<file path="src/rtl/assert_macros.svh">
// assertion macros included by the top level rtl file
`ifndef ASSERT_MACROS_SVH
`define ASSERT_MACROS_SVH

// property must hold at every clock edge outside reset
`define ASSERT_CLK(lbl, clk, rstn, prop, msg) \
  lbl: assert property (@(posedge clk) disable iff (!rstn) prop) \
    else $error(msg);

// expression must never be true outside reset
`define ASSERT_NEVER(lbl, clk, rstn, expr, msg) \
  lbl: assert property (@(posedge clk) disable iff (!rstn) !(expr)) \
    else $error(msg);

`endif

</file>
<file path="src/rtl/tcgw_pkg.sv">
// shared constants, types and helpers of the text console glyph writer
package tcgw_pkg;

  // font geometry (glyph count and row count are powers of two)
  localparam int GLYPH_COUNT    = 256;
  localparam int MAX_GLYPH_ROWS = 16;
  localparam int GLYPH_WIDTH    = 8;
  localparam int TAB_SPACES     = 4;

  localparam int GIDX_W   = $clog2(GLYPH_COUNT);
  localparam int ROW_W    = $clog2(MAX_GLYPH_ROWS);
  localparam int STORE_AW = $clog2(GLYPH_COUNT * MAX_GLYPH_ROWS);
  localparam int GW_SHIFT = $clog2(GLYPH_WIDTH);
  localparam int TC_W     = (TAB_SPACES > 1) ? $clog2(TAB_SPACES) : 1;

  // field and register widths
  localparam int CUR_W   = 12;
  localparam int H_W     = 5;
  localparam int PITCH_W = 13;
  localparam int COL_W   = 9;
  localparam int LINE_W  = 12;
  localparam int OFF_W   = 24;
  localparam int PIX_W   = 32;
  localparam int REG_W   = 3;
  localparam int PROD_W  = CUR_W + PITCH_W;

  // working cursor widths: set-cursor can land far beyond the 12-bit range
  localparam int X_MAX = 511 * GLYPH_WIDTH + 4095 + GLYPH_WIDTH;
  localparam int Y_MAX = 4095 * MAX_GLYPH_ROWS + 4095 + 2 * MAX_GLYPH_ROWS;
  localparam int X_W   = $clog2(X_MAX + 1);
  localparam int Y_W   = $clog2(Y_MAX + 1);

  localparam logic [CUR_W-1:0] CUR_MAX = 12'd4095;

  // special character codes
  localparam logic [7:0] CHAR_TAB   = 8'h09;
  localparam logic [7:0] CHAR_LF    = 8'h0A;
  localparam logic [7:0] CHAR_CR    = 8'h0D;
  localparam logic [7:0] CHAR_SPACE = 8'h20;

  typedef enum logic [1:0] {
    CMD_PRINT = 2'd0,
    CMD_LOAD  = 2'd1,
    CMD_SET   = 2'd2
  } cmd_e;

  typedef enum logic [REG_W-1:0] {
    REG_LEFT   = 3'd0,
    REG_RIGHT  = 3'd1,
    REG_TOP    = 3'd2,
    REG_BOTTOM = 3'd3,
    REG_HEIGHT = 3'd4,
    REG_PITCH  = 3'd5,
    REG_INK    = 3'd6,
    REG_PAPER  = 3'd7
  } reg_e;

  typedef enum logic [2:0] {
    OP_HOLD,
    OP_WRAP_X,
    OP_WRAP_Y,
    OP_CLAMP,
    OP_ADV_X,
    OP_ADV_Y,
    OP_HOME_X,
    OP_SETPOS
  } alu_op_e;

  typedef struct packed {
    logic [CUR_W-1:0] left;
    logic [CUR_W-1:0] right;
    logic [CUR_W-1:0] top;
    logic [CUR_W-1:0] bottom;
    logic [H_W-1:0]   height;
  } cur_cfg_t;

  // font store address of one glyph row
  function automatic logic [STORE_AW-1:0] font_addr(logic [7:0] code,
                                                    logic [ROW_W-1:0] row);
    logic [GIDX_W-1:0] gidx;
    gidx = GIDX_W'(code);
    return STORE_AW'(gidx) * STORE_AW'(MAX_GLYPH_ROWS) + STORE_AW'(row);
  endfunction

endpackage

</file>
<file path="src/rtl/tcgw_cursor_alu.sv">
// cursor step unit: one wrap, clamp or move step per cycle
module tcgw_cursor_alu (
  input  tcgw_pkg::alu_op_e               op_i,
  input  logic                            roll_i,
  input  tcgw_pkg::cur_cfg_t              cfg_i,
  input  logic [tcgw_pkg::COL_W-1:0]      col_i,
  input  logic [tcgw_pkg::Y_W-1:0]        prod_i,
  input  logic [tcgw_pkg::X_W-1:0]        x_i,
  input  logic [tcgw_pkg::Y_W-1:0]        y_i,
  output logic [tcgw_pkg::X_W-1:0]        x_o,
  output logic [tcgw_pkg::Y_W-1:0]        y_o
);

  localparam int XW = tcgw_pkg::X_W;
  localparam int YW = tcgw_pkg::Y_W;

  logic [XW:0]   x_plus_w;
  logic [YW:0]   y_plus_h;
  logic [YW-1:0] h_ext;

  assign h_ext    = YW'(cfg_i.height);
  assign x_plus_w = {1'b0, x_i} + (XW+1)'(tcgw_pkg::GLYPH_WIDTH);
  assign y_plus_h = {1'b0, y_i} + {1'b0, h_ext};

  always_comb begin
    x_o = x_i;
    y_o = y_i;
    unique case (op_i)
      tcgw_pkg::OP_HOLD: begin
      end
      tcgw_pkg::OP_WRAP_X: begin
        if (x_plus_w > (XW+1)'(cfg_i.right)) begin
          if (roll_i) begin
            x_o = XW'(cfg_i.left);
            y_o = y_i + h_ext;
          end else if (cfg_i.right >= tcgw_pkg::CUR_W'(tcgw_pkg::GLYPH_WIDTH)) begin
            x_o = XW'(cfg_i.right - tcgw_pkg::CUR_W'(tcgw_pkg::GLYPH_WIDTH));
          end else begin
            x_o = '0;
          end
        end
      end
      tcgw_pkg::OP_WRAP_Y: begin
        if (y_plus_h > (YW+1)'(cfg_i.bottom)) begin
          if (roll_i) begin
            x_o = XW'(cfg_i.left);
            y_o = YW'(cfg_i.top);
          end else if (y_i >= h_ext) begin
            y_o = y_i - h_ext;
          end else begin
            y_o = '0;
          end
        end
      end
      tcgw_pkg::OP_CLAMP: begin
        // raise to the region start, then cap at the cursor range
        if (x_i < XW'(cfg_i.left)) begin
          x_o = XW'(cfg_i.left);
        end else if (x_i > XW'(tcgw_pkg::CUR_MAX)) begin
          x_o = XW'(tcgw_pkg::CUR_MAX);
        end
        if (y_i < YW'(cfg_i.top)) begin
          y_o = YW'(cfg_i.top);
        end else if (y_i > YW'(tcgw_pkg::CUR_MAX)) begin
          y_o = YW'(tcgw_pkg::CUR_MAX);
        end
      end
      tcgw_pkg::OP_ADV_X: begin
        x_o = x_i + XW'(tcgw_pkg::GLYPH_WIDTH);
      end
      tcgw_pkg::OP_ADV_Y: begin
        y_o = y_i + h_ext;
      end
      tcgw_pkg::OP_HOME_X: begin
        x_o = XW'(cfg_i.left);
      end
      tcgw_pkg::OP_SETPOS: begin
        x_o = (XW'(col_i) << tcgw_pkg::GW_SHIFT) + XW'(cfg_i.left);
        y_o = prod_i + YW'(cfg_i.top);
      end
      default: begin
      end
    endcase
  end

endmodule
</file>
<file path="config.mk">
export PLATFORM = sky130hd
export DESIGN_NAME = tcgw_cursor_alu
export DESIGN_NICKNAME = d
export VERILOG_FILES = /design/src/rtl/assert_macros.svh /design/src/rtl/tcgw_pkg.sv /design/src/rtl/tcgw_cursor_alu.sv
export SDC_FILE = /design/constraint.sdc
export NUM_CORES = 1
export LEC_CHECK = 0
export BUFFER_PORTS_ARGS = -buffer_cell sky130_fd_sc_hd__buf_2
export CORE_AREA = 2 2 138 140
export DETAILED_ROUTE_END_ITERATION = 10
export DIE_AREA = 0 0 140 142
export GPL_ROUTABILITY_DRIVEN = 1
export PLACE_DENSITY = 0.5
export SYNTH_ARGS = -nofsm -noshare
export SYNTH_HDL_FRONTEND = slang
export SYNTH_SLANG_ARGS = --single-unit
</file>
<file path="constraint.sdc">
create_clock -name vclk -period 11.43
set_input_delay 1.7145 -clock vclk [all_inputs]
set_output_delay 1.7145 -clock vclk [all_outputs]
set_load 0.1 [all_outputs]
</file>
# == Word-level counts from Yosys, hierarchy flattened ==
# Index checks and enable logic that the tools add are counted.
# totals
reg_bits,0
inputBits,113
wordCells,39
# classes
addsub,8
order_cmp,8
eq_ne,7
mux,16
# ops
operator,count
$mux W17,7
$mux W13,7
$pmux W17 S5,1
$pmux W13 S6,1
$add A17 B5 Y18,1
$gt A18 B12 Y1,1
$add A17 B12 Y17,1
$add A17 B5 Y17,1
$ge A17 B5 Y1,1
$gt A17 B12 Y1 const B,1
$lt A17 B12 Y1,1
$sub A17 B5 Y17,1
$add A13 B4 Y14 const B,1
$gt A14 B12 Y1,1
$add A12 B12 Y13,1
$add A13 B4 Y13 const B,1
$gt A13 B12 Y1 const B,1
$lt A13 B12 Y1,1
$sub A12 B4 Y13 const B,1
$eq A3 B3 Y1 const B,4
$ge A12 B4 Y1 const B,1
$eq A3 B2 Y1 const B,2
$eq A3 B1 Y1 const B,1

# == Longest topological paths before layout ==
# Gate-level depths: netlist (run 1).
# depth
word_depth,5
depth_mapped,18
ltp_nobuf,16

# == Least setup slack after synthesis (run 1) ==
# No wires, ideal clock.
# synth_timing
path_type,input to output
startpoint,input cfg_i[2] (netlist bit)
endpoint,output x_o[5] (netlist bit)
arrival_ns,7.889
t_required_ns,9.716
setup_slack_ns,1.827
path_stages,17
n_path_buf,2
cell_sequence,inv_1 -> ha_1 -> buf_2 -> nor3b_1 -> o31ai_1 -> nand2_1 -> and3_1 -> xor2_1 -> ha_1 -> nand4_1 -> a211oi_1 -> a2111o_1 -> a2111oi_4 -> o22ai_4 -> o21ai_0 -> buf_2 -> o311ai_0
# synth_via
elab_chain_len,4
# synth_rtl
element,line_no,rtl
"start, declared",tcgw_cursor_alu.sv:5,"input tcgw_pkg::cur_cfg_t cfg_i,"
$add A17 B5 Y18,tcgw_cursor_alu.sv:23,"assign y_plus_h = {1'b0, y_i} + {1'b0, h_ext};"
$gt A18 B12 Y1,tcgw_cursor_alu.sv:44,if (y_plus_h > (YW+1)'(cfg_i.bottom)) begin
$mux W13,tcgw_cursor_alu.sv:44,
$pmux W13 S6,tcgw_cursor_alu.sv:28,unique case (op_i)
"end, declared",tcgw_cursor_alu.sv:10,"output logic [tcgw_pkg::X_W-1:0] x_o,"
# Every way passes these cells.

# == Final worst setup path (run 1) ==
# layout_timing
startpoint,input y_i[2] (netlist bit)
endpoint,output x_o[12] (netlist bit)
# layout_via
elab_chain_len,4
# layout_rtl
element,line_no,rtl
"start, declared",tcgw_cursor_alu.sv:9,"input logic [tcgw_pkg::Y_W-1:0] y_i,"
$add A17 B5 Y18,tcgw_cursor_alu.sv:23,
$gt A18 B12 Y1,tcgw_cursor_alu.sv:44,
$mux W13,tcgw_cursor_alu.sv:44,
$pmux W13 S6,tcgw_cursor_alu.sv:28,
# Every way passes these cells.

==> results.md, run 1 <==
- Outcome: finished, violations left
- Failing checks: DRC
- RSZ-0062 raised after global routing: no
- Multi-input logic area: 0.00522 sq mm
- Final hold violation count: 0
- Pin count of the biggest net entering global routing: 41
- Hold EP: y_o[15]
- # IOs: 143
- Antenna-violating nets left: 0
- Drt via density: 5.97
- Total power: 427 uW
- Dpl cell area: 0.00656 sq mm
- Area Growth Syn to Fin: 16.1%
- GR Overflow Total: 0
- Post-DP HPWL: 19200 um
- Overall Global Routing Usage: 22.6%
- Mapped Avg Cell Area: 6.87 sq um
- Tcrit/Tclk final: 72.9%
- FF+latch area: 0 sq um
- Final TNS setup: 0 ns
- Final setup fails: 0
- Distinct cell type count after synthesis: 75
- PwrDens: 65.1 mW/mm^2
- Ant. Diodes: 0
- F_max: 0.120 GHz
- CORE AREA: 0.0185 sq mm
- Synth Instances: 822
- Die Ht: 142 um
- Initial Util: 30.6%
- Required @ worst endpoint: 9.72 ns
- Hold crit path type: in2out
- CTS Hold Bufs: 0
- DIE AREA: 0.0199 sq mm
- Nets: 1135
- VDD IR max: 0.0491 mV
- Fin area: 0.00656 sq mm
- DR vias: 6990
- Max cap viols: 0
- Fillers: 2024
- Pins Over Slew Limit: 0
- # port buffers: 143
- WL final: 23700 um
- Dpl cells: 1171
- Tmin final: 8.33 ns
- Hold Path Origin: prod_i[15]
- Pleak: 2.97 nW
- Critical path class: in2out
- Postcts setup bufs: 0
- Drt first pass iters: 9
- Setup crit end kind: output port
- Non-Filler Instances: 1171
- Hold depth: 5
- Worst rel slew slack: 28.2%
- Initial DRC Count: 495
- Vias in the first global route: 6476
- Chip width: 140 um
- Wire length per cell: 20.2 um
- Syn_nets: 1018
- Least-Margin Pin Slew: 1.07 ns
- First-pass GRT wire length: 36100 um
- Layout cells sized above 1: 20.0%
- Commonest non-fill, non-tap cell in the layout: buf_2
- GP Congestion: 0.949
- Antenna violations before repair: 0
- Synthesized cell area: 0.00565 sq mm
- Hold slack: 3.98 ns
- Startpoint type of the worst setup path: input port
- Most frequent cells in the layout: 143 x buf_2, 79 x ha_1, 78 x inv_1
- Drt drc: 10
- Flip-flop and latch count: 0
- Seq/Total Area, Yosys: 0%
- # resized after CTS: 0
- Row cnt: 50
- Clkbuf count: 0
- Ys Warns: 0
- Worst endpoint data arrival time: 6.62 ns
- CP max FO: 12
==> logic make-up (layout without fill, tap and decap cells) <==
group | Yosys count | count (layout) | synth area share, %
XOR/XNOR | 50 | 50 | 7.75
AO/OA/AOI/OAI | 293 | 293 | 38.3
buffers and inverters | 112 | 227 | 7.82
AND/OR/NAND/NOR | 272 | 272 | 25.0
multiplexers | 12 | 12 | 2.24
adder cells (fa/ha/maj) | 83 | 83 | 18.9
==> synth_stat cells (all sizes together), types with 5 or more instances <==
cell type / number / area share, %
ha: 79 / 17
inv: 78 / 5.2
nor2: 60 / 4.0
o21ai: 57 / 5.2
nand2: 54 / 3.6
a21oi: 45 / 4.2
nor3: 37 / 3.5
xnor2: 33 / 5.1
nand3: 32 / 2.8
o211ai: 27 / 3.6
clkbuf: 23 / 1.5
a22oi: 19 / 2.5
nand2b: 18 / 2.0
xor2: 17 / 2.6
o22ai: 14 / 1.8
nand4: 13 / 1.4
a211o: 12 / 1.9
o311ai: 12 / 1.9
buf: 11 / 1.1
a21o: 10 / 1.3
nor2b: 10 / 1.1
o31ai: 10 / 1.3
a211oi: 9 / 1.4
and4: 9 / 1.4
and3: 8 / 0.89
o21a: 8 / 1.1
o41ai: 8 / 1.9
mux2i: 7 / 1.2
nor4: 7 / 1.3
o32ai: 7 / 1.1
o21bai: 6 / 0.86
or3: 6 / 0.66
and2: 5 / 0.55
mux2: 5 / 1.0
o2111ai: 5 / 0.78
==> cell type report <==
class | instances | area share, %
inverter | 78 | 4.46
timing repair buffer | 149 | 11.6
tap | 234 | 4.46
multi-input combinational | 710 | 79.5
==> layer usage <==
metal,part of all wire [%],vias to the layer above,track usage [%]
met5,0,-,0
met4,2.5,0,5.26
met3,6.9,44,1.38
met2,48,355,40.2
met1,43,3216,30.0
li1,-,3375,-
==> critical path, stage by stage <==
cell and delay (ns):
buf_2 0.14, ha_1 0.44, nor3b_1 0.12, o31ai_1 0.35, nand2_1 0.11, and3_1 0.21
xor2_1 0.20, ha_1 0.31, a211oi_2 0.23, nor2_1 0.07, a2111o_1 0.42, a2111oi_4 0.41
o22ai_4 0.18, o21ai_1 0.86, a211oi_1 0.18, o221ai_1 0.22, buf_2 0.46
==> per-stage QoR <==
stage | util [%] | setup WS, ns
finish | 35.6 | 3.10
global route | 35.6 | 2.79
CTS | 35.6 | 3.15
detailed placement | 35.6 | 3.17
global placement | 35.6 | 3.24
floorplan | - | 1.83
==> power by group <==
group          total [mW]  switching, mW  internal, mW  leakage [nW]
combinational       0.427          0.302         0.125          2.97
sequential              0              0             0             0
clock                   0              0             0             0
==> worst max path at each step <==
stage	from	end	slack, ns	cells after the start
after floorplan	cfg_i[2]	x_o[5]	1.83	17
after global placement	y_i[2]	x_o[12]	3.24	17
after detailed placement	y_i[2]	x_o[2]	3.17	17
after CTS	y_i[2]	x_o[2]	3.15	17
after global routing	y_i[2]	x_o[12]	2.79	17
final	y_i[2]	x_o[12]	3.10	17
(Power assumes the default switching activity.)
==> run 2, diff against run 1 <==
--- a/config.mk
+++ b/config.mk
@@ -5,12 +5,13 @@
 export SDC_FILE = /design/constraint.sdc
 export NUM_CORES = 1
 export LEC_CHECK = 0
+export ABC_AREA = 1
 export BUFFER_PORTS_ARGS = -buffer_cell sky130_fd_sc_hd__buf_2
-export CORE_AREA = 2 2 138 140
+export CORE_AREA = 2 2 145 147
 export DETAILED_ROUTE_END_ITERATION = 10
-export DIE_AREA = 0 0 140 142
+export DIE_AREA = 0 0 147 149
 export GPL_ROUTABILITY_DRIVEN = 1
-export PLACE_DENSITY = 0.5
+export PLACE_DENSITY = 0.49
 export SYNTH_ARGS = -nofsm -noshare
 export SYNTH_HDL_FRONTEND = slang
 export SYNTH_SLANG_ARGS = --single-unit
==> constraint.sdc (replaced) <==
create_clock -name vclk -period 8.7
set_input_delay 1.305 -clock vclk [all_inputs]
set_output_delay 1.305 -clock vclk [all_outputs]
set_load 0.1 [all_outputs]
==> results.md, run 2 <==
- Drt via density: 5.07
- CORE AREA: 0.0206 sq mm
- Commonest non-fill, non-tap cell in the layout: nand2_1
- Die Ht: 149 um
- Distinct cell type count after synthesis: 46
- GP Congestion: 0.880
- Sw Share: 73.8%
- Synth area leader: nand2_1
- Critical path class: in2out
- GR Util met2: 31.8%
- Required @ worst endpoint: 7.39 ns
- Most frequent cell after synthesis: nand2_1
- Mapped Avg Cell Area: 5.28 sq um
- # IOs: 143
- Delay-heaviest family, CP: simple AND/OR/NAND/NOR gates
- Pin count of the biggest net entering global routing: 31
- Wire length per cell: 15.4 um
- Antenna-violating nets left: 0
- Drt drc: 0
- DR vias: 7906
- Total power: 525 uW
- FF+latch area: 0 sq um
- Hold slack: 3.14 ns
- Reg power frac: 0%
- Final setup fails: 0
- CTS Hold Bufs: 0
- Max cap viols: 0
- Final worst slack: 2.33 ns
- Initial Util: 30.2%
- Clock power share: 0%
- # resized after CTS: 0
- Most frequent cells after synthesis: 368 x nand2_1, 162 x nand3_1, 150 x inv_1
- M3 GR Usage: 0.948%
- Share of the synthesized area in the top cell type: 22.2%
- Pins Over Slew Limit: 0
- Seq/Total Area, Yosys: 0%
- WL final: 24000 um
- Chip width: 147 um
- Dpl cell area: 0.00709 sq mm
- Row cnt: 53
- Dpl cells: 1559
- Least-Margin Pin Slew: 1.16 ns
- Tcrit/Tclk final: 73.2%
- Fin area: 0.00709 sq mm
- Critical-path top delay cell: ha_1
- PwrDens: 74.0 mW/mm^2
- Postcts setup bufs: 0
- Area contributors post-synth: nand2_1 22%, ha_1 16%, nand3_1 13%
- F_max: 0.157 GHz
- Flip-flop and latch count: 0
- Non-Filler Instances: 1560
- VDD IR max: 0.0388 mV
- RSZ-0062 raised after global routing: no
- Overall Global Routing Usage: 21.1%
- Hold crit path type: in2out
- Most numerous cell on the critical path: nand2_1
- Post-layout util: 34.5%
- Syn_nets: 1373
- Layout cells sized above 1: 15.6%
- Fillers: 2417
- Setup crit end kind: output port
- Internal: 138 uW
- Ys Warns: 0
- Outcome: completed
- Initial DRC Count: 568
- First-pass GRT wire length: 37700 um
- GR Overflow Total: 0
- Worst slack at placement: 2.36 ns
- Multi-input logic area: 0.00541 sq mm
- M1 GR Usage: 34.0%
- Antenna violations before repair: 1
- WP buf/inv: 4
- Startpoint type of the worst setup path: input port
- Psw: 387 uW
- Clkbuf count: 0
- Vias in the first global route: 7045
- Area Growth Syn to Fin: 14.1%
- Cells along the critical path: buf_2, ha_1, nor2_2, nand2_1, nand3_1, nand3_1, a21oi_1, xor2_1, inv_1, ha_1, a21oi_1, or2_2, nand2_1, inv_1, nand2_1, a21oi_2, nand3_2, nand3_2, nand2_1, nand3_1, buf_2
- DIE AREA: 0.0219 sq mm
- Final hold violation count: 0
- Pleak: 3.89 nW
- Combinational share of power: 100.0%
- Synthesized cell area: 0.00621 sq mm
- Synth Instances: 1177
- Drt first pass iters: 5
- Nets: 1482
- CP max FO: 13
- Highest cell delay on the worst timing path: 0.44 ns
- Worst rel slew slack: 23.0%
- Most frequent cells in the layout: 368 x nand2_1, 162 x nand3_1, 150 x inv_1
- Worst endpoint data arrival time: 5.07 ns
- Post-DP HPWL: 20300 um
- Final TNS setup: 0 ns
- # port buffers: 143
- Tmin final: 6.37 ns
- Most Used Layer, Global Route: met1
## run 2: changes by cell type after synthesis, moves of 18 or more
cell      before  now
nor2_1        60   95
o211ai_1      27    2
xnor2_1       33    2
nand2b_1      18    0
nand4_1       13   43
nand2_1       54  368
a22oi_1       19    0
nand3_1       32  162
inv_1         78  150
## run 2: path summary, 6_finish.rpt
path | startpoint | end | slack, ns | cells past startpoint
worst min-delay path | y_i[0] | y_o[0] | 3.14 | 4
worst max-delay path | y_i[2] | y_o[11] | 2.33 | 21
## run 2: logic make-up (layout without fill, tap and decap cells)
family          Yosys count  after routing  synth area share (%)
simple gates            740            740                  54.5
buf+inv                 197            304                  13.0
compound gates          127            127                  11.1
fa+ha+maj                83             83                  17.2
xor+xnor                 30             30                  4.23
other cells               0              1                     0
## run 2: per-layer routing
metal | part of all wire (%) | vias up
met5 | 0.029 | -
met4 | 0.71 | 2
met2 | 41 | 274
li1 | - | 4089
met1 | 51 | 3527
met3 | 7.3 | 14
## run 2: area by class of cell
type	instances	share of cell area, %
multi-input combinational	980	76.3
inverter	158	8.37
tap	275	4.85
antenna	1	0.0353
timing repair buffer	146	10.4
## run 2: power by group through the flow
| stage | combinational (mW) | clock (mW) | sequential (mW) |
|---|---|---|---|
| 4_1_cts | 0.523 | 0 | 0 |
| 5_1_grt | 0.574 | 0 | 0 |
| 3_5_place_dp | 0.522 | 0 | 0 |
| 2_1_floorplan | 0.393 | 0 | 0 |
| 6_report | 0.525 | 0.0000000154 | 0 |
| 3_3_place_gp | 0.520 | 0 | 0 |
==> run 3, diff against run 2 <==
==> constraint.sdc (replaced) <==
create_clock -name vclk -period 5.9
set_input_delay 0.885 -clock vclk [all_inputs]
set_output_delay 0.885 -clock vclk [all_outputs]
set_load 0.1 [all_outputs]
==> results.md, run 3 (synthesis gave the netlist of run 2 again) <==
- Final TNS setup: 0 ns
- Dpl cells: 1562
- Chip width: 147 um
- Drt via density: 5.01
- Hold crit path type: in2out
- Vias in the first global route: 7220
- Wire length per cell: 15.3 um
- Non-Filler Instances: 1563
- Internal: 204 uW
- Pins Over Slew Limit: 0
- Initial Util: 30.2%
- Area Growth Syn to Fin: 14.4%
- WL final: 23900 um
- Worst slack at placement: 0.536 ns
- PwrDens: 109 mW/mm^2
- Dpl cell area: 0.00711 sq mm
- Tmin final: 5.40 ns
- Worst rel slew slack: 32.4%
- DR vias: 7838
- Sw Share: 73.7%
- Max cap viols: 0
- Drt drc: 0
- Flip-flop and latch count: 0
- Final hold violation count: 0
- Clkbuf count: 0
- Psw: 570 uW
- CORE AREA: 0.0206 sq mm
- Commonest non-fill, non-tap cell in the layout: nand2_1
- Pleak: 3.91 nW
- Worst endpoint data arrival time: 4.51 ns
- Final setup fails: 0
- RSZ-0062 raised after global routing: no
- Post-DP HPWL: 20100 um
- CTS Hold Bufs: 0
- Antenna violations before repair: 1
- Die Ht: 149 um
- Most numerous cell on the critical path: nand2_1
- # port buffers: 143
- Fin area: 0.00711 sq mm
- Layout cells sized above 1: 15.8%
- Outcome: completed
- Most frequent cells in the layout: 368 x nand2_1, 162 x nand3_1, 150 x inv_1
- First-pass GRT wire length: 38000 um
- # resized after CTS: 0
- CP max FO: 19
- Row cnt: 53
- Postcts setup bufs: 0
- Total power: 774 uW
- F_max: 0.185 GHz
- Setup crit end kind: output port
- Least-Margin Pin Slew: 1.01 ns
- Critical path class: in2out
- GP Congestion: 0.926
- Clock power share: 0%
- GR Overflow Total: 0
- Hold depth: 4
- Startpoint type of the worst setup path: input port
- Tcrit/Tclk final: 91.5%
- Overall Global Routing Usage: 21.2%
- Drt first pass iters: 6
- Nets: 1485
- Combinational share of power: 100.0%
- Final worst slack: 0.502 ns
- VDD IR max: 0.0540 mV
- Required @ worst endpoint: 5.02 ns
- DIE AREA: 0.0219 sq mm
- Critical-path top delay cell: buf_2
- Initial DRC Count: 560
- # IOs: 143
- Highest cell delay on the worst timing path: 0.45 ns
- FF+latch area: 0 sq um
- Reg power frac: 0%
- Pin count of the biggest net entering global routing: 26
- Antenna-violating nets left: 0
-- run 3: cell types whose count changed in the layout (fill, tap and decap cells not counted) --
| cell | delta |
|---|---|
| buf_4 | +3 |
-- run 3: worst paths after layout --
check,from,end
max,y_i[0],x_o[7]
min,y_i[0],y_o[0]
-- run 3: worst max-delay path: cells and delay by family --
family,cells,cell delay (ns)
buf+inv,6,0.80
simple gates,13,1.48
fa+ha+maj,3,0.89
compound gates,3,0.47
-- run 3: cell type report --
cell class,instances,area [sq um]
Inverter,158,593
Timing Repair Buffer,149,761
Antenna cell,1,2.50
Tap cell,275,344
Multi-Input combinational cell,980,5410
Fill cell,2423,13400
-- run 3: power groups by stage --
stage          clock network (mW)  registers (mW)  logic (mW)
2_1_floorplan                   0               0       0.579
3_3_place_gp                    0               0       0.768
3_5_place_dp                    0               0       0.769
4_1_cts                         0               0       0.772
5_1_grt                         0               0       0.849
6_report             0.0000000229               0       0.774
-- run 3: metrics by stage --
step	util, %	hold WS [ns]
3_5_place_dp	34.6	2.31
2_1_floorplan	-	2.48
5_1_grt	34.6	2.32
3_3_place_gp	34.6	2.31
6_report	34.6	2.30
4_1_cts	34.6	2.31
-- run 3: metal layers --
metal	up-vias	GRT usage, %	wire length [um]
li1	4092	-	-
met3	12	2.69	1950
met2	282	32.4	9650
met4	2	1.39	166
met5	-	0	7
met1	3450	32.9	12100
